`config.mk`:
```
export PLATFORM = sky130hd
export DESIGN_NAME = gated_square_beep_generator_flat
export DESIGN_NICKNAME = d
export VERILOG_FILES = /design/src/rtl/gsbg_pkg.sv /design/src/rtl/gsbg_if.sv /design/src/rtl/gsbg_ram.sv /design/src/rtl/gsbg_regs.sv /design/src/rtl/gsbg_ctrl.sv /design/src/rtl/gsbg_dp.sv /design/src/rtl/gated_square_beep_generator.sv /design/src/flat_wrapper.sv
export SDC_FILE = /design/constraint.sdc
export NUM_CORES = 1
export LEC_CHECK = 0
export BUFFER_PORTS_ARGS = -buffer_cell sky130_fd_sc_hd__buf_2
export CELL_PAD_IN_SITES_DETAIL_PLACEMENT = 1
export CELL_PAD_IN_SITES_GLOBAL_PLACEMENT = 2
export CORE_AREA = 4 4 332 334
export CTS_CLUSTER_DIAMETER = 60
export DETAILED_ROUTE_END_ITERATION = 12
export DIE_AREA = 0 0 336 338
export PLACE_DENSITY = 0.72
export SLEW_MARGIN = 20
export SYNTH_ARGS = -nofsm -noshare
export SYNTH_HDL_FRONTEND = slang
export SYNTH_SLANG_ARGS = --single-unit
export TNS_END_PERCENT = 50
```
`constraint.sdc`:
```
create_clock -name clk -period 14.2 [get_ports clk]
set_input_delay 2.13 -clock clk [delete_from_list [all_inputs] [get_ports clk]]
set_output_delay 2.13 -clock clk [all_outputs]
set_load 0.02 [all_outputs]
```
`src/rtl/gsbg_pkg.sv`:
```
package gsbg_pkg;

	localparam int unsigned QUEUE_DEPTH_DEF = 16;

	localparam int unsigned DELAY_W  = 30;
	localparam int unsigned TTN_W    = 31;
	localparam int unsigned VOL_W    = 8;
	localparam int unsigned STEP_W   = 16;
	localparam int unsigned PHASE_W  = 16;
	localparam int unsigned SAMPLE_W = 16;
	localparam int unsigned FRAC_W   = 17;
	localparam int unsigned APB_AW   = 3;
	localparam int unsigned APB_DW   = 32;

	localparam logic [TTN_W-1:0]  IDLE_GAP   = 31'h4000_0000;
	localparam logic [FRAC_W-1:0] ONE_SAMPLE = 17'h1_0000;

	typedef enum logic {
		REG_VOLUME     = 1'b0,
		REG_PHASE_STEP = 1'b1
	} reg_idx_t;

	typedef enum logic [2:0] {
		ST_IDLE,
		ST_START,
		ST_LOAD_FIRST,
		ST_CLASSIFY,
		ST_LOOP,
		ST_LOAD_NEXT,
		ST_SCALE,
		ST_EMIT
	} state_t;

	typedef struct packed {
		logic push;
		logic start_batch;
		logic take;
		logic load;
		logic whole;
		logic loop_init;
		logic loop_step;
		logic loop_exit;
		logic scale;
		logic zero_s;
		logic capture;
		logic emit;
	} dp_cmd_t;

	typedef struct packed {
		logic vol_zero;
		logic in_batch;
		logic q_empty;
		logic ttn_ge_one;
		logic remain_ge_ttn;
		logic out_free;
	} dp_status_t;

endpackage

```
`src/rtl/gsbg_if.sv`:
```
interface gsbg_req_if;
	logic                           valid;
	logic                           ready;
	logic                           action;
	logic [gsbg_pkg::DELAY_W-1:0]   delay;
	logic                           gate_on;
	logic                           batch_end;

	modport source (output valid, output action, output delay, output gate_on,
		output batch_end, input ready);
	modport sink (input valid, input action, input delay, input gate_on,
		input batch_end, output ready);
endinterface

interface gsbg_res_if;
	logic                                valid;
	logic                                ready;
	logic signed [gsbg_pkg::SAMPLE_W-1:0] sample;

	modport source (output valid, output sample, input ready);
	modport sink (input valid, input sample, output ready);
endinterface

```
`src/rtl/gsbg_ram.sv`:
```
module gsbg_ram #(
	parameter int unsigned WIDTH = 8,
	parameter int unsigned DEPTH = 16,
	parameter int unsigned AW    = (DEPTH > 1) ? $clog2(DEPTH) : 1
) (
	input  logic             clk,
	input  logic             we,
	input  logic [AW-1:0]    waddr,
	input  logic [WIDTH-1:0] wdata,
	input  logic             re,
	input  logic [AW-1:0]    raddr,
	output logic [WIDTH-1:0] rdata
);
	logic [WIDTH-1:0] mem [DEPTH];

	always_ff @(posedge clk) begin
		if (we) begin
			mem[waddr] <= wdata;
		end
		if (re) begin
			rdata <= mem[raddr];
		end
	end
endmodule

```
`src/rtl/gsbg_regs.sv`:
```
module gsbg_regs (
	input  logic                          clk,
	input  logic                          arst_n,
	input  logic                          psel,
	input  logic                          penable,
	input  logic                          pwrite,
	input  logic [gsbg_pkg::APB_AW-1:0]   paddr,
	input  logic [gsbg_pkg::APB_DW-1:0]   pwdata,
	output logic [gsbg_pkg::APB_DW-1:0]   prdata,
	output logic                          pready,
	output logic [gsbg_pkg::VOL_W-1:0]    volume,
	output logic [gsbg_pkg::STEP_W-1:0]   phase_step
);
	import gsbg_pkg::*;

	logic [VOL_W-1:0]  volume_q;
	logic [STEP_W-1:0] phase_step_q;
	reg_idx_t          idx;
	logic              wr_en;

	assign pready = 1'b1;
	assign idx    = reg_idx_t'(paddr[2]);
	assign wr_en  = psel && penable && pwrite && pready;

	always_ff @(posedge clk or negedge arst_n) begin
		if (!arst_n) begin
			volume_q     <= '0;
			phase_step_q <= '0;
		end else if (wr_en) begin
			unique case (idx)
				REG_VOLUME:     volume_q     <= pwdata[VOL_W-1:0];
				REG_PHASE_STEP: phase_step_q <= pwdata[STEP_W-1:0];
				default: ;
			endcase
		end
	end

	always_comb begin
		unique case (idx)
			REG_VOLUME:     prdata = {{(APB_DW-VOL_W){1'b0}}, volume_q};
			REG_PHASE_STEP: prdata = {{(APB_DW-STEP_W){1'b0}}, phase_step_q};
			default:        prdata = '0;
		endcase
	end

	assign volume     = volume_q;
	assign phase_step = phase_step_q;
endmodule

```
`src/rtl/gsbg_ctrl.sv`:
```
module gsbg_ctrl (
	input  logic                 clk,
	input  logic                 arst_n,
	input  logic                 in_valid,
	input  logic                 in_action,
	output logic                 in_ready,
	input  gsbg_pkg::dp_status_t sts,
	output gsbg_pkg::dp_cmd_t    cmd
);
	import gsbg_pkg::*;

	state_t state_q;
	state_t state_d;
	logic   acc_in;

	assign in_ready = (state_q == ST_IDLE);
	assign acc_in   = in_valid && in_ready;

	always_ff @(posedge clk or negedge arst_n) begin
		if (!arst_n) begin
			state_q <= ST_IDLE;
		end else begin
			state_q <= state_d;
		end
	end

	always_comb begin
		state_d = state_q;
		unique case (state_q)
			ST_IDLE: begin
				if (acc_in && in_action) begin
					if (sts.vol_zero) begin
						state_d = ST_EMIT;
					end else if (!sts.in_batch) begin
						state_d = ST_START;
					end else begin
						state_d = ST_CLASSIFY;
					end
				end
			end
			ST_START:      state_d = sts.q_empty ? ST_CLASSIFY : ST_LOAD_FIRST;
			ST_LOAD_FIRST: state_d = ST_CLASSIFY;
			ST_CLASSIFY:   state_d = sts.ttn_ge_one ? ST_EMIT : ST_LOOP;
			ST_LOOP: begin
				if (sts.remain_ge_ttn) begin
					if (!sts.q_empty) begin
						state_d = ST_LOAD_NEXT;
					end
				end else begin
					state_d = ST_SCALE;
				end
			end
			ST_LOAD_NEXT:  state_d = ST_LOOP;
			ST_SCALE:      state_d = ST_EMIT;
			ST_EMIT: begin
				if (sts.out_free) begin
					state_d = ST_IDLE;
				end
			end
			default:       state_d = ST_IDLE;
		endcase
	end

	always_comb begin
		cmd = '0;
		unique case (state_q)
			ST_IDLE: begin
				cmd.push    = acc_in && !in_action;
				cmd.capture = acc_in && in_action;
				cmd.zero_s  = acc_in && in_action && sts.vol_zero;
			end
			ST_START: begin
				cmd.start_batch = 1'b1;
				cmd.take        = !sts.q_empty;
			end
			ST_LOAD_FIRST: cmd.load = 1'b1;
			ST_CLASSIFY: begin
				cmd.whole     = sts.ttn_ge_one;
				cmd.loop_init = !sts.ttn_ge_one;
			end
			ST_LOOP: begin
				cmd.loop_step = sts.remain_ge_ttn;
				cmd.take      = sts.remain_ge_ttn && !sts.q_empty;
				cmd.loop_exit = !sts.remain_ge_ttn;
			end
			ST_LOAD_NEXT:  cmd.load  = 1'b1;
			ST_SCALE:      cmd.scale = 1'b1;
			ST_EMIT:       cmd.emit  = sts.out_free;
			default: ;
		endcase
	end
endmodule

```
`src/rtl/gsbg_dp.sv`:
```
module gsbg_dp #(
	parameter int unsigned QUEUE_DEPTH = gsbg_pkg::QUEUE_DEPTH_DEF
) (
	input  logic                          clk,
	input  logic                          arst_n,
	input  logic [gsbg_pkg::DELAY_W-1:0]  in_delay,
	input  logic                          in_gate_on,
	input  logic                          in_batch_end,
	input  logic [gsbg_pkg::VOL_W-1:0]    volume,
	input  logic [gsbg_pkg::STEP_W-1:0]   phase_step,
	input  gsbg_pkg::dp_cmd_t             cmd,
	output gsbg_pkg::dp_status_t          sts,
	gsbg_res_if.source                    res
);
	import gsbg_pkg::*;

	localparam int unsigned PW    = $clog2(QUEUE_DEPTH + 1);
	localparam int unsigned AW    = (QUEUE_DEPTH > 1) ? $clog2(QUEUE_DEPTH) : 1;
	localparam int unsigned ENT_W = DELAY_W + 1;
	localparam int unsigned PROD_W = FRAC_W + VOL_W;

	logic [TTN_W-1:0]        ttn_q;
	logic                    pend_q;
	logic                    gate_q;
	logic [PHASE_W-1:0]      phase_q;
	logic                    in_batch_q;
	logic [PW-1:0]           rd_ptr_q;
	logic [PW-1:0]           wr_ptr_q;
	logic [FRAC_W-1:0]       remain_q;
	logic [FRAC_W-1:0]       acc_q;
	logic                    be_q;
	logic [SAMPLE_W-1:0]     smp_q;
	logic                    out_valid_q;
	logic [SAMPLE_W-1:0]     out_sample_q;

	logic                    q_empty;
	logic                    q_full;
	logic [ENT_W-1:0]        rdata;
	logic [TTN_W-1:0]        remain_ext;

	logic [PHASE_W-1:0]      p1, p2, p3, p4;
	logic [2:0]              n_high;
	logic signed [4:0]       sq_sum;
	logic signed [13:0]      sq_prod;
	logic [SAMPLE_W-1:0]     whole_s;
	logic [PROD_W-1:0]       frac_prod;
	logic [PROD_W-7:0]       frac_shr;
	logic [SAMPLE_W-1:0]     frac_s;

	assign q_empty    = (rd_ptr_q == wr_ptr_q);
	assign q_full     = (wr_ptr_q == PW'(QUEUE_DEPTH));
	assign remain_ext = {{(TTN_W-FRAC_W){1'b0}}, remain_q};

	gsbg_ram #(
		.WIDTH (ENT_W),
		.DEPTH (QUEUE_DEPTH)
	) u_queue (
		.clk   (clk),
		.we    (cmd.push && !q_full),
		.waddr (wr_ptr_q[AW-1:0]),
		.wdata ({in_gate_on, in_delay}),
		.re    (cmd.take),
		.raddr (rd_ptr_q[AW-1:0]),
		.rdata (rdata)
	);

	// four square decisions of one whole sample
	assign p1     = phase_q + phase_step;
	assign p2     = p1 + phase_step;
	assign p3     = p2 + phase_step;
	assign p4     = p3 + phase_step;
	assign n_high = 3'(phase_q[PHASE_W-1]) + 3'(p1[PHASE_W-1])
		+ 3'(p2[PHASE_W-1]) + 3'(p3[PHASE_W-1]);
	assign sq_sum  = $signed({1'b0, n_high, 1'b0}) - 5'sd4;
	assign sq_prod = sq_sum * $signed({1'b0, volume});
	assign whole_s = (sq_prod >= -14'sd128 && sq_prod <= 14'sd127) ?
		{sq_prod[7:0], 8'h00} : '0;

	assign frac_prod = acc_q * volume;
	assign frac_shr  = frac_prod[PROD_W-1:6];
	assign frac_s    = (|frac_shr[PROD_W-7:SAMPLE_W-1]) ? '0 : frac_shr[SAMPLE_W-1:0];

	always_ff @(posedge clk or negedge arst_n) begin
		if (!arst_n) begin
			ttn_q       <= '0;
			pend_q      <= 1'b0;
			gate_q      <= 1'b0;
			phase_q     <= '0;
			in_batch_q  <= 1'b0;
			rd_ptr_q    <= '0;
			wr_ptr_q    <= '0;
			out_valid_q <= 1'b0;
		end else begin
			if (cmd.push && !q_full) begin
				wr_ptr_q <= wr_ptr_q + 1'b1;
			end
			if (cmd.take) begin
				rd_ptr_q <= rd_ptr_q + 1'b1;
			end

			if (cmd.start_batch) begin
				in_batch_q <= 1'b1;
				if (q_empty) begin
					ttn_q  <= IDLE_GAP;
					pend_q <= gate_q;
				end
			end

			if (cmd.load) begin
				ttn_q  <= {1'b0, rdata[DELAY_W-1:0]};
				pend_q <= rdata[DELAY_W];
			end

			if (cmd.whole) begin
				ttn_q <= ttn_q - {{(TTN_W-FRAC_W){1'b0}}, ONE_SAMPLE};
				if (gate_q) begin
					phase_q <= p4;
				end
			end

			if (cmd.loop_step) begin
				gate_q  <= pend_q;
				phase_q <= '0;
				if (q_empty) begin
					ttn_q <= IDLE_GAP;
				end
			end

			if (cmd.loop_exit) begin
				ttn_q <= ttn_q - remain_ext;
			end

			if (cmd.emit) begin
				out_valid_q <= 1'b1;
			end else if (res.valid && res.ready) begin
				out_valid_q <= 1'b0;
			end
			if (cmd.emit && be_q) begin
				gate_q     <= pend_q;
				rd_ptr_q   <= '0;
				wr_ptr_q   <= '0;
				in_batch_q <= 1'b0;
			end
		end
	end

	always_ff @(posedge clk) begin
		if (cmd.capture) begin
			be_q <= in_batch_end && (volume != '0);
		end
		if (cmd.zero_s) begin
			smp_q <= '0;
		end
		if (cmd.whole) begin
			smp_q <= gate_q ? whole_s : '0;
		end
		if (cmd.loop_init) begin
			remain_q <= ONE_SAMPLE;
			acc_q    <= '0;
		end
		if (cmd.loop_step) begin
			remain_q <= remain_q - ttn_q[FRAC_W-1:0];
			if (gate_q) begin
				acc_q <= acc_q + ttn_q[FRAC_W-1:0];
			end
		end
		if (cmd.loop_exit && gate_q) begin
			acc_q <= acc_q + remain_q;
		end
		if (cmd.scale) begin
			smp_q <= frac_s;
		end
		if (cmd.emit) begin
			out_sample_q <= smp_q;
		end
	end

	assign res.valid  = out_valid_q;
	assign res.sample = out_sample_q;

	assign sts.vol_zero      = (volume == '0);
	assign sts.in_batch      = in_batch_q;
	assign sts.q_empty       = q_empty;
	assign sts.ttn_ge_one    = |ttn_q[TTN_W-1:FRAC_W-1];
	assign sts.remain_ge_ttn = (remain_ext >= ttn_q);
	assign sts.out_free      = !out_valid_q || res.ready;
endmodule

```
`src/rtl/gated_square_beep_generator.sv`:
```
// channel | dir | fields                                | handshake
// req     | in  | action, delay[29:0], gate_on, batch_end | valid/ready
// res     | out | sample[15:0] signed                    | valid/ready
// apb     | in  | volume @0x0, phase_step @0x4           | psel/penable, pready=1
//
// A gate event item is queued (dropped when the queue is full) and leaves
// the input ready. A whole sample passes IDLE, CLASSIFY and EMIT, plus START
// at batch start and LOAD_FIRST when a queued event is fetched then (the
// event queue RAM has a registered read). A sample holding boundaries adds
// LOOP and SCALE, with a LOOP step per boundary and LOAD_NEXT per fetch.
// Output register frees the input side; a stalled result holds the next one.
// Reset is asynchronous; control state clears to 0, sample data regs do not.
module gated_square_beep_generator #(
	parameter int unsigned QUEUE_DEPTH = gsbg_pkg::QUEUE_DEPTH_DEF
) (
	input  logic                          clk,
	input  logic                          arst_n,
	gsbg_req_if.sink                      req,
	gsbg_res_if.source                    res,
	input  logic                          psel,
	input  logic                          penable,
	input  logic                          pwrite,
	input  logic [gsbg_pkg::APB_AW-1:0]   paddr,
	input  logic [gsbg_pkg::APB_DW-1:0]   pwdata,
	output logic [gsbg_pkg::APB_DW-1:0]   prdata,
	output logic                          pready
);
	import gsbg_pkg::*;

	logic [VOL_W-1:0]  volume;
	logic [STEP_W-1:0] phase_step;
	dp_cmd_t           cmd;
	dp_status_t        sts;
	logic              in_ready;

	gsbg_regs u_regs (
		.clk        (clk),
		.arst_n     (arst_n),
		.psel       (psel),
		.penable    (penable),
		.pwrite     (pwrite),
		.paddr      (paddr),
		.pwdata     (pwdata),
		.prdata     (prdata),
		.pready     (pready),
		.volume     (volume),
		.phase_step (phase_step)
	);

	gsbg_ctrl u_ctrl (
		.clk       (clk),
		.arst_n    (arst_n),
		.in_valid  (req.valid),
		.in_action (req.action),
		.in_ready  (in_ready),
		.sts       (sts),
		.cmd       (cmd)
	);

	assign req.ready = in_ready;

	gsbg_dp #(
		.QUEUE_DEPTH (QUEUE_DEPTH)
	) u_dp (
		.clk          (clk),
		.arst_n       (arst_n),
		.in_delay     (req.delay),
		.in_gate_on   (req.gate_on),
		.in_batch_end (req.batch_end),
		.volume       (volume),
		.phase_step   (phase_step),
		.cmd          (cmd),
		.sts          (sts),
		.res          (res)
	);
endmodule

```
`src/flat_wrapper.sv`:
```
// flat-port wrapper written by rule: the top's interface ports become plain ports
module gated_square_beep_generator_flat import gsbg_pkg::*;
#(
	parameter int unsigned QUEUE_DEPTH = gsbg_pkg::QUEUE_DEPTH_DEF
)
  (clk, arst_n, psel, penable, pwrite, paddr, pwdata, prdata, pready, req_valid, req_action, req_delay, req_gate_on, req_batch_end, req_ready, res_valid, res_sample, res_ready);
  gsbg_req_if req_i ();
  gsbg_res_if res_i ();
  input  logic clk;
  input  logic arst_n;
  input  logic psel;
  input  logic penable;
  input  logic pwrite;
  input  logic [gsbg_pkg::APB_AW-1:0] paddr;
  input  logic [gsbg_pkg::APB_DW-1:0] pwdata;
  output logic [gsbg_pkg::APB_DW-1:0] prdata;
  output logic pready;
  input wire logic [$bits(req_i.valid)-1:0] req_valid;
  input wire logic [$bits(req_i.action)-1:0] req_action;
  input wire logic [$bits(req_i.delay)-1:0] req_delay;
  input wire logic [$bits(req_i.gate_on)-1:0] req_gate_on;
  input wire logic [$bits(req_i.batch_end)-1:0] req_batch_end;
  output wire logic [$bits(req_i.ready)-1:0] req_ready;
  output wire logic [$bits(res_i.valid)-1:0] res_valid;
  output wire logic [$bits(res_i.sample)-1:0] res_sample;
  input wire logic [$bits(res_i.ready)-1:0] res_ready;
  assign req_i.valid = req_valid;
  assign req_i.action = req_action;
  assign req_i.delay = req_delay;
  assign req_i.gate_on = req_gate_on;
  assign req_i.batch_end = req_batch_end;
  assign req_ready = req_i.ready;
  assign res_valid = res_i.valid;
  assign res_sample = res_i.sample;
  assign res_i.ready = res_ready;
  gated_square_beep_generator #(.QUEUE_DEPTH(QUEUE_DEPTH)) u_core (.clk(clk), .arst_n(arst_n), .req(req_i), .res(res_i), .psel(psel), .penable(penable), .pwrite(pwrite), .paddr(paddr), .pwdata(pwdata), .prdata(prdata), .pready(pready));
endmodule
```
* Word level (Yosys, flattened, before mapping)
Memories as Yosys holds them, arrays and structs flattened. A register that Yosys moved wholly into a read port is not among the register bits.
Cells that the tools add are included.
** Word-level totals
- Register bits :: 155
- Bits in writable memories :: 496
- Bits of input ports :: 75
- Output and inout bits :: 51
- Word-level logic and storage cells :: 148
- Memories :: 1
** Operators by class
- $add $sub $neg :: 15
- Multiply operators :: 2
- Magnitude comparators :: 3
- Eq/ne operators :: 12
- Multiplexer cells :: 56
- Bitwise gates (word level) :: 1
- Reductions and logical operators :: 42
** Memories
- u_core.u_dp.u_queue.mem :: words 16, width 31, read ports 1, clocked after memory_dff 1, wr ports 1, RTL line gsbg_ram.sv:14 : logic [WIDTH-1:0] mem [DEPTH];
** Operators by type and width (count)
- 31-bit two-way mux :: 7
- 16-bit two-way mux :: 9
- 17-bit two-way mux :: 6
- 16-bit adder :: 4
- 32-bit one-hot mux with 2 select lines :: 1
- 17-bit adder :: 2
- 17-bit by 31-bit >= comparator with 1-bit output :: 1
- 31-bit by 17-bit subtractor with 31-bit output :: 1
- 31-bit by 17-bit subtractor with 31-bit output (second input constant) :: 1
- 17-bit by 8-bit multiplier with 25-bit output :: 1
- 3-bit one-hot mux with 8 select lines :: 1
- 5-bit two-way mux :: 4
- 2-bit nonzero test :: 10
- 1-bit two-way mux :: 17
- 17-bit subtractor :: 1
- 3-bit two-way mux :: 5
- 15-bit OR reduction :: 1
- 14-bit by 8-bit >= comparator with 1-bit output (second input constant) :: 1
- 14-bit by 8-bit <= comparator with 1-bit output (second input constant) :: 1
- 5-bit by 9-bit multiplier with 14-bit output :: 1
- 1-bit logical AND :: 13
- 3-bit == test (second input constant) :: 4
- 5-bit by 1-bit adder with 5-bit output (second input constant) :: 2
- 2-bit two-way mux :: 5
- 23 further kinds :: 32

* Depth between registers and ports, before layout
Gate-level depths: netlist of run 1.
- Word-level depth :: 12
- Mapped depth :: 47
- Depth with buffers taken out :: 47

* By module
Synthesis of run 1 repeated with hierarchy kept, for this count alone.
** Unflattened totals
- Cells, all modules :: 2834
- Area, all modules :: 37438.4 µm²
** By module, submodules not included
- gsbg_ram :: instances 1, cells an instance 812, area each 19558.8 µm², seq. area each 15825.2 µm²
- gsbg_dp :: instances 1, cells an instance 1891, area each 16304.4 µm², seq. area each 3368.2 µm²
- gsbg_regs :: instances 1, cells an instance 88, area each 1252.5 µm², seq. area each 600.6 µm²
- gsbg_ctrl :: instances 1, cells an instance 43, area each 322.8 µm², seq. area each 75.1 µm²

* Worst setup path before layout of run 1
OpenSTA, ideal clock, no wires.
- Path type :: register to register
- Start point :: reg u_core.u_regs.phase_step_q[0], in the netlist u_core.u_regs.phase_step[0]
- End point :: reg u_core.u_dp.smp_q[9] (data pin)
- Library setup time :: 0.147 ns
- Arrival time :: 9.689 ns
- Required time :: 14.053 ns
- Path slack :: 4.365 ns
- Cell stages (with the launch flop) :: 43
- Buffers on the path :: 0
- Period minus slack after synthesis :: 9.835 ns
- Path through :: dfrtp_1 -> ha_1 -> inv_1 -> fa_1 -> nor2b_1 -> o21ai_0 -> a21boi_0 -> o21ai_0 -> a21boi_0 -> o21a_1 -> nor2_1 -> xnor2_1 -> ha_1 -> and3_1 -> a31oi_1 -> nor2b_1 -> xnor2_1 -> ha_1 -> [7 not listed] -> ha_1 -> inv_1 -> ha_1 -> nor2b_1 -> fa_1 -> fa_1 -> fa_1 -> fa_1 -> a21oi_1 -> nor2_1 -> nor2_1 -> o21bai_1 -> a21oi_1 -> xnor2_1 -> or4_1 -> or4_1 -> mux2i_1 -> o2bb2ai_1
** On the way
- Word-level cells in the longest chain between the ends :: 12
- Elaborated cells on any way between the ends :: 15
- Classes of those cells :: add/sub: 7; mul: 1; order compare: 2; mux: 4; reduce/logical: 1
** RTL lines
- start: declaration :: RTL line gsbg_regs.sv:17 : logic [STEP_W-1:0] phase_step_q;
- start signal: assignment :: RTL line gsbg_regs.sv:32 : REG_PHASE_STEP: phase_step_q <= pwdata[STEP_W-1:0];
- 16-bit adder :: RTL line gsbg_dp.sv:68 : assign p1 = phase_q + phase_step;
- 16-bit adder / 1-bit by 1-bit adder with 2-bit output (equally long branches) :: RTL line gsbg_dp.sv:69, gsbg_dp.sv:72
- 16-bit adder / 2-bit by 1-bit adder with 3-bit output (equally long branches) :: RTL line gsbg_dp.sv:70, gsbg_dp.sv:73
- 3-bit by 1-bit adder with 3-bit output * :: RTL line gsbg_dp.sv:73 : + 3'(p2[PHASE_W-1]) + 3'(p3[PHASE_W-1]);
- 4-bit by 3-bit subtractor with 5-bit output * :: RTL line gsbg_dp.sv:74 : assign sq_sum = $signed({1'b0, n_high, 1'b0}) - 5'sd4;
- 5-bit by 9-bit multiplier with 14-bit output * :: RTL line gsbg_dp.sv:75 : assign sq_prod = sq_sum * $signed({1'b0, volume});
- 14-bit by 8-bit >= comparator with 1-bit output / 14-bit by 8-bit <= comparator with 1-bit output (equally long branches) :: RTL line gsbg_dp.sv:76 : assign whole_s = (sq_prod >= -14'sd128 && sq_prod <= 14'sd127) ?
- 1-bit logical AND :: RTL line gsbg_dp.sv:76
- 16-bit two-way mux * :: RTL line gsbg_dp.sv:76
- 16-bit two-way mux * :: RTL line gsbg_dp.sv:155 : smp_q <= gate_q ? whole_s : '0;
- 16-bit two-way mux * :: RTL line gsbg_dp.sv:154 : if (cmd.whole) begin
- 16-bit two-way mux * :: RTL line gsbg_dp.sv:170 : if (cmd.scale) begin
- end signal: assignment :: RTL line gsbg_dp.sv:155
- end signal: assignment :: RTL line gsbg_dp.sv:171 : smp_q <= frac_s;
- end: declaration :: RTL line gsbg_dp.sv:32 : logic [SAMPLE_W-1:0] smp_q;
Every way passes the cells marked *; elsewhere a longest branch is shown, timed or not.
A chain may end at the register's enable or synchronous reset.

* Worst setup path in the final report of run 1
Ends and elaborated chain as after synthesis.

==> impl_results.md, run 1 <==
* Worst r2r src: u_core.u_regs.phase_step[0]$_DFFE_PN0P_
* Final Hold Slack at 0.4134 ns
* RSZ-0062 raised after global routing: false
* Synthesized cell area at 0.03730 sq mm
* Vias in the first global route at 25370
* Fill count at 11040
* Final Slew Violations at 0
* Worst Hold End: u_core.u_dp.res.sample[12]$_DFFE_PP_
* Hold depth at 0
* Post-synth ARST share at 12.90%
* Reg-to-Reg End: u_core.u_dp.smp_q[9]$_DFFE_PP_
* Worst slew pin tran at 1.057 ns
* Die W at 336 um
* Core Util, Final at 39.21%
* Area of the core at 0.1069 sq mm
* Library cells used by synthesis at 86
* Synth area leaders: edfxtp_1 46%, mux4_2 9.4%, ha_1 6.7%
* CTS tree: done
* Latest clock arrival within the worst-skew pair at 0.67 ns
* Most frequent cells in the layout: 577 x edfxtp_1, 201 x ha_1, 189 x nand2_1
* R2R Setup Slk at 2.54 ns
* Global route overflow at 0
* Number of synthesized flops with an enable pin at 577
* Routed vias at 22710
* Worst r2r path cells at 42
* Area leader, netlist: edfxtp_1
* Number of iterations in the first detailed-routing pass at 5
* Top-area cell type share of the netlist area at 46.45%
* Cell count after synthesis at 2774
* Critical Path Sink Type: register
* Layout Nets at 3247
* I/O Buffers at 90
* Minimum clock period at 11.66 ns
* CTS Buf Count at 78
* Post-route antenna net violation count at 0
* Most common cell after layout, fill and taps aside: edfxtp_1
* Critical path buffers and inverters at 2
* Post_cts resized at 0
* Initial DRC Count at 1293
* Final period util at 82.11%
* Ports at 126
* Routed len/inst at 21.86 um
* CP startpoint kind: register
* Initial antenna violation count at 5
* H-tree levels at 3
* Number of setup buffers added after CTS at 0
* Pre-CTS WS at 2.620 ns
* CP max FO at 10
* Setup CP Type: register to register
* Largest net degree at the start of global routing at 94
* Rows at 120
* Ys Warns at 0
* #FFs+latches synth at 682
* Main synth FF type: edfxtp_1
* First-pass GRT wire length at 148500 um
* Avg Cell Area, Syn at 13.45 sq um
* Top delay family on crit path: adder cells
* Setup TNS at 0 ns
* CP peak stage delay at 0.56 ns
* CTS sink count at 682
* Fin. Hold Viols at 0
* Slew headroom at 29.32%
* Via density at 5.247
* HP Class: register to register
* Overall routing resource usage at 16.85%
* Hpwl dp at 62300 um
* Max Buffers Root-to-Sink at 3
* Starting Density at 34.90%
* Share of cells above drive strength 1 at 16.26%
* Seq/Total Area, Yosys at 53.26%
* Setup WS post-layout at 2.540 ns
* Die area at 0.1136 sq mm
* Die Height at 338 um
* Crit path DAT at 12.12 ns
* CTS clk-pin slew, worst paths at 0.06 ns
* Max-Cap Viols at 0
* Layout Skew at 0.08286 ns
* DRC violations left at 0
* Slowest-stage cell, CP: o41ai_1
* Setup violations, final at 0
* Placer congestion estimate at 0.8181
* Root Driver: clkbuf_16
* CTS Hold Bufs at 0
* Routed Wire Length at 94600 um
* Most used cell, CP: fa_1
* Min-delay src: u_core.u_dp.smp_q[12]$_DFFE_PP_
* Peak Freq at 85.76 MHz
* Status: complete, no violations
* Req. time, crit path at 14.66 ns
* Area growth syn-to-layout at 12.35%
==> per-stage QoR <==
step,std cells,cell area [sq um]
after detailed placement,4183,39400
after global placement,4183,39400
after floorplan,2789,37360
after CTS,4324,41900
final,4328,41910
after global routing,4324,41900
==> worst register-to-register path: cells and delay by family, from the launching register on <==
| family | cells | cell delay [ns] |
|---|---|---|
| compound gates | 14 | 3.29 |
| xor+xnor | 5 | 0.84 |
| fa+ha+maj | 11 | 4.45 |
| buf+inv | 2 | 0.18 |
| flops | 1 | 0.43 |
| mux | 1 | 0.48 |
| simple gates | 9 | 1.82 |
==> area by class of cell <==
type / count / area [sq um] / area share, %
sequential: 682 / 19880 / 47.43
multi-input combinational: 1786 / 16330 / 38.96
clock buffer: 93 / 2008 / 4.791
tap: 1403 / 1755 / 4.188
timing repair buffer: 127 / 743.2 / 1.773
inverter: 185 / 694.4 / 1.657
clock inverter: 48 / 491.7 / 1.173
antenna: 4 / 10.01 / 0.02388
==> metal layers <==
layer / share of wire (%) / routed length [um] / track usage (%) / up-vias
met5: 0.014 / 13 / 0 / -
met4: 2.3 / 2147 / 4.092 / 2
met3: 3.4 / 3260 / 2.315 / 129
met2: 52 / 49260 / 31.12 / 401
met1: 42 / 39920 / 20.85 / 11760
li1: - / - / - / 10420
==> synth_stat cells, types with 17 or more instances <==
master	number
xnor2_1	76
and3_1	34
a21o_1	45
a21oi_1	120
clkbuf_1	95
nor2_1	133
xor2_1	59
nor3_1	60
inv_1	184
dfrtp_1	88
and2_1	85
nand2_1	189
o22ai_1	30
nand2b_1	25
buf_4	17
nor2b_1	34
mux4_2	155
edfxtp_1	577
fa_1	111
mux2_2	33
o21ai_0	97
ha_1	201
a211oi_1	17
nand3_1	55
dfxtp_1	17
==> sequential cells by signal, indices dropped and copies added, names as in the netlist, 3 cells and up <==
signal                     cells
u_core.u_dp.u_queue.mem      496
u_core.u_dp.ttn_q             31
u_core.u_dp.u_queue.rdata     31
u_core.u_dp.acc_q             17
u_core.u_dp.remain_q          17
u_core.u_dp.phase_q           16
u_core.u_dp.res.sample        16
u_core.u_dp.smp_q             16
u_core.u_regs.phase_step      16
u_core.u_regs.volume           8
u_core.u_dp.rd_ptr_q           5
u_core.u_dp.wr_ptr_q           5
u_core.u_ctrl.state_q          3
==> worst max-delay path by stage <==
stage	endpoint	cells past startpoint	slack (ns)	startpoint
finish	u_core.u_dp.smp_q[9]$_DFFE_PP_	42	2.54	u_core.u_regs.phase_step[0]$_DFFE_PN0P_
global route	u_core.u_dp.smp_q[9]$_DFFE_PP_	42	1.76	u_core.u_regs.phase_step[0]$_DFFE_PN0P_
CTS	u_core.u_dp.smp_q[9]$_DFFE_PP_	42	2.51	u_core.u_regs.phase_step[0]$_DFFE_PN0P_
detailed placement	u_core.u_dp.smp_q[9]$_DFFE_PP_	42	2.62	u_core.u_regs.phase_step[0]$_DFFE_PN0P_
global placement	u_core.u_dp.smp_q[9]$_DFFE_PP_	42	2.91	u_core.u_regs.phase_step[0]$_DFFE_PN0P_
floorplan	u_core.u_dp.smp_q[9]$_DFFE_PP_	42	4.36	u_core.u_regs.phase_step[0]$_DFFE_PN0P_
==> cells by family (layout without fill, tap and decap cells) <==
logic type / Yosys count / in the layout / share of synthesized area, %
compound gates: 440 / 440 / 7.657
buf+inv: 321 / 453 / 3.468
other cells: 2 / 21 / 0.02013
simple gates: 683 / 683 / 9.076
flops: 682 / 682 / 53.26
fa+ha+maj: 312 / 312 / 12.70
xor+xnor: 135 / 135 / 3.170
mux: 199 / 199 / 10.65
Power of run 1 is left out: the tool's default activity adds up to more than one toggle a clock period on the data nets, which glitch-free logic cannot reach.
==> run 2, diff against run 1 <==
--- a/config.mk
+++ b/config.mk
@@ -12,7 +12,7 @@
 export CTS_CLUSTER_DIAMETER = 60
 export DETAILED_ROUTE_END_ITERATION = 12
 export DIE_AREA = 0 0 336 338
-export PLACE_DENSITY = 0.72
+export PLACE_DENSITY = 0.74
 export SLEW_MARGIN = 20
 export SYNTH_ARGS = -nofsm -noshare
 export SYNTH_HDL_FRONTEND = slang
==> constraint.sdc (replaced) <==
create_clock -name clk -period 9.8 [get_ports clk]
set_input_delay 1.47 -clock clk [delete_from_list [all_inputs] [get_ports clk]]
set_output_delay 1.47 -clock clk [all_outputs]
set_load 0.02 [all_outputs]
==> run 2 against run 1 <==
Compared with the run above: critical path depth grew 7; sequential share of layout area shrank 1.3 points; worst hold slack gained 0.0054 ns; global-route usage grew 0.58 points; design area grew 2.9%; highest routed layer unchanged.
==> impl_results.md, run 2 (synthesis results as in run 1) <==
* Status: complete, no violations
* Max Buffers Root-to-Sink at 3 (unchanged)
* Number of iterations in the first detailed-routing pass at 5 (unchanged)
* Hpwl dp at 64240 um (+3.1%)
* Setup CP Type: register to register
* Routed vias at 23310 (+2.6%)
* I/O Buffers at 90 (unchanged)
* Routed Wire Length at 98720 um (+4.4%)
* Peak Freq at 104.3 MHz (+22%)
* Overall routing resource usage at 17.43% (+0.58 points)
* Post-route antenna net violation count at 0 (unchanged)
* CTS sink count at 682 (unchanged)
* Starting Density at 34.90% (unchanged)
* Layout Nets at 3354 (+3.3%)
* Fin. Hold Viols at 0 (unchanged)
* Latest clock arrival within the worst-skew pair at 0.65 ns (-0.02 ns)
* Final Slew Violations at 0 (unchanged)
* Max reg flops at 496 (unchanged)
* Slowest-stage cell, CP: fa_2
* Ports at 126 (unchanged)
* Die area at 0.1136 sq mm (unchanged)
* Max-Cap Viols at 0 (unchanged)
* Setup violations, final at 0 (unchanged)
* Die W at 336 um (unchanged)
* Area of the core at 0.1069 sq mm (unchanged)
* Layout Skew at 0.05661 ns (-0.02625 ns)
* Root Driver: clkbuf_16
* CTS tree: done
* Most used cell, CP: a21oi_2
* Minimum clock period at 9.590 ns (-2.070 ns)
* CP max FO at 6 (-4)
* Die Height at 338 um (unchanged)
* Most used routing layer: met2
* Crit path DAT at 10.07 ns (-2.05 ns)
* CTS clk-pin slew, worst paths at 0.05 ns (about the same)
* M2 GR Usage at 32.01% (+0.89 points)
* CTS Hold Bufs at 0 (unchanged)
* CTS Buf Count at 79 (+1.3%)
* Met1 Use GR at 21.81% (+0.95 points)
* Via density at 5.255 (+0.15%)
* Routed len/inst at 22.26 um (+1.8%)
* Rows at 120 (unchanged)
* Share of cells above drive strength 1 at 21.12% (+4.9 points)
* Worst slew pin tran at 1.085 ns (+0.02826 ns)
* Area growth syn-to-layout at 15.62%
* DRC violations left at 0 (unchanged)
* Most frequent cells in the layout: 577 x edfxtp_1, 193 x ha_1, 186 x nand2_1
* Placer congestion estimate at 0.8097 (-1.0%)
* Most common cell after layout, fill and taps aside: edfxtp_1
* Final period util at 97.86% (+16 points)
* Slew headroom at 27.65% (-1.7 points)
* Vias in the first global route at 25790 (+1.7%)
* CP startpoint kind: register
* Critical Path Sink Type: register
* Largest registers: u_core.u_dp.u_queue.mem: 496 flops, u_core.u_dp.ttn_q: 31 flops, u_core.u_dp.u_queue.rdata: 31 flops
* Req. time, crit path at 10.28 ns (-4.38 ns)
* Final Hold Slack at 0.4188 ns (+0.005426 ns)
* Global route overflow at 0 (unchanged)
* RSZ-0062 raised after global routing: true
* H-tree levels at 3 (unchanged)
* CP peak stage delay at 0.55 ns (about the same)
* Initial antenna violation count at 4 (-1)
* Top reg by flops: u_core.u_dp.u_queue.mem
* Met3 Usage GRT at 2.493% (+0.18 points)
* Initial DRC Count at 1505 (+16%)
* HP Class: register to register
* First-pass GRT wire length at 153000 um (+3.0%)
* Largest net degree at the start of global routing at 73 (-22%)
## run 2: changes by cell type in the layout (fill, tap and decap cells not counted), moves of 5 or more
cell / before / now
bufinv_16: 3 / 9
o21ai_1: 5 / 11
ha_4: 0 / 5
a21oi_1: 118 / 106
buf_4: 37 / 143
o21ai_0: 97 / 87
ha_1: 201 / 193
a21oi_2: 2 / 13
## run 2: final timing paths
kind,from,to,slack (ns),cells after the start
min in group asynchronous,arst_n,u_core.u_dp.phase_q[9]$_DFFE_PN0P_,0.85,1
setup / recovery,u_core.u_dp.phase_q[0]$_DFFE_PN0P_,u_core.u_dp.smp_q[14]$_DFFE_PP_,0.21,49
setup reg to reg,u_core.u_dp.phase_q[0]$_DFFE_PN0P_,u_core.u_dp.smp_q[14]$_DFFE_PP_,0.21,49
max in group asynchronous,arst_n,u_core.u_dp.rd_ptr_q[1]$_DFFE_PN0P_,7.71,2
hold reg to reg,u_core.u_dp.smp_q[15]$_DFFE_PP_,u_core.u_dp.res.sample[15]$_DFFE_PP_,0.42,0
hold / removal,u_core.u_dp.smp_q[15]$_DFFE_PP_,u_core.u_dp.res.sample[15]$_DFFE_PP_,0.42,0
## run 2: per-layer routing
metal | vias to the layer above | share of wire [%]
li1 | 10640 | -
met1 | 12140 | 43
met2 | 405 | 52
met3 | 120 | 3.4
met4 | 4 | 1.6
met5 | - | 0.029
## run 2: final cells by class
| class | instances | area [sq um] |
|---|---|---|
| antenna | 2 | 5.005 |
| fill | 11050 | 63770 |
| clock buffer | 92 | 2026 |
| sequential | 682 | 19880 |
| multi-input combinational | 1786 | 16580 |
| clock inverter | 52 | 654.4 |
| tap | 1403 | 1755 |
| inverter | 185 | 696.9 |
| timing repair buffer | 233 | 1530 |
## run 2: worst max-delay path, delay by kind of cell (launching register included)
kind	cells	cell delay, ns
adders and majority gates	12	3.95
buffers and inverters	7	0.73
and+or+nand+nor	9	1.42
DFF	1	0.36
xor gates and xnor gates	4	0.56
muxes	1	0.17
AOI/OAI and AO/OA	16	2.22
## run 2: repair_timing
action,CTS,global route
cloned,0,0
resized for setup,38,29
setup endpoints to repair,7,7
buffers inserted,9,2
pin swaps,33,25
## run 2: metrics by stage
stage / utilization (%) / TNS, ns / area (sq um) / cells / worst slack (ns)
floorplan: - / 0 / 37360 / 2789 / 0.01124
detailed placement: 37.52 / -5.509 / 40110 / 4278 / -0.8583
CTS: 40.21 / 0 / 42990 / 4431 / 0.008000
global route: 40.34 / -1.680 / 43130 / 4434 / -0.2837
finish: 40.35 / 0 / 43130 / 4435 / 0.2097
global placement: 37.52 / -4.572 / 40110 / 4278 / -0.7201
Power of run 2 is left out for the same reason.
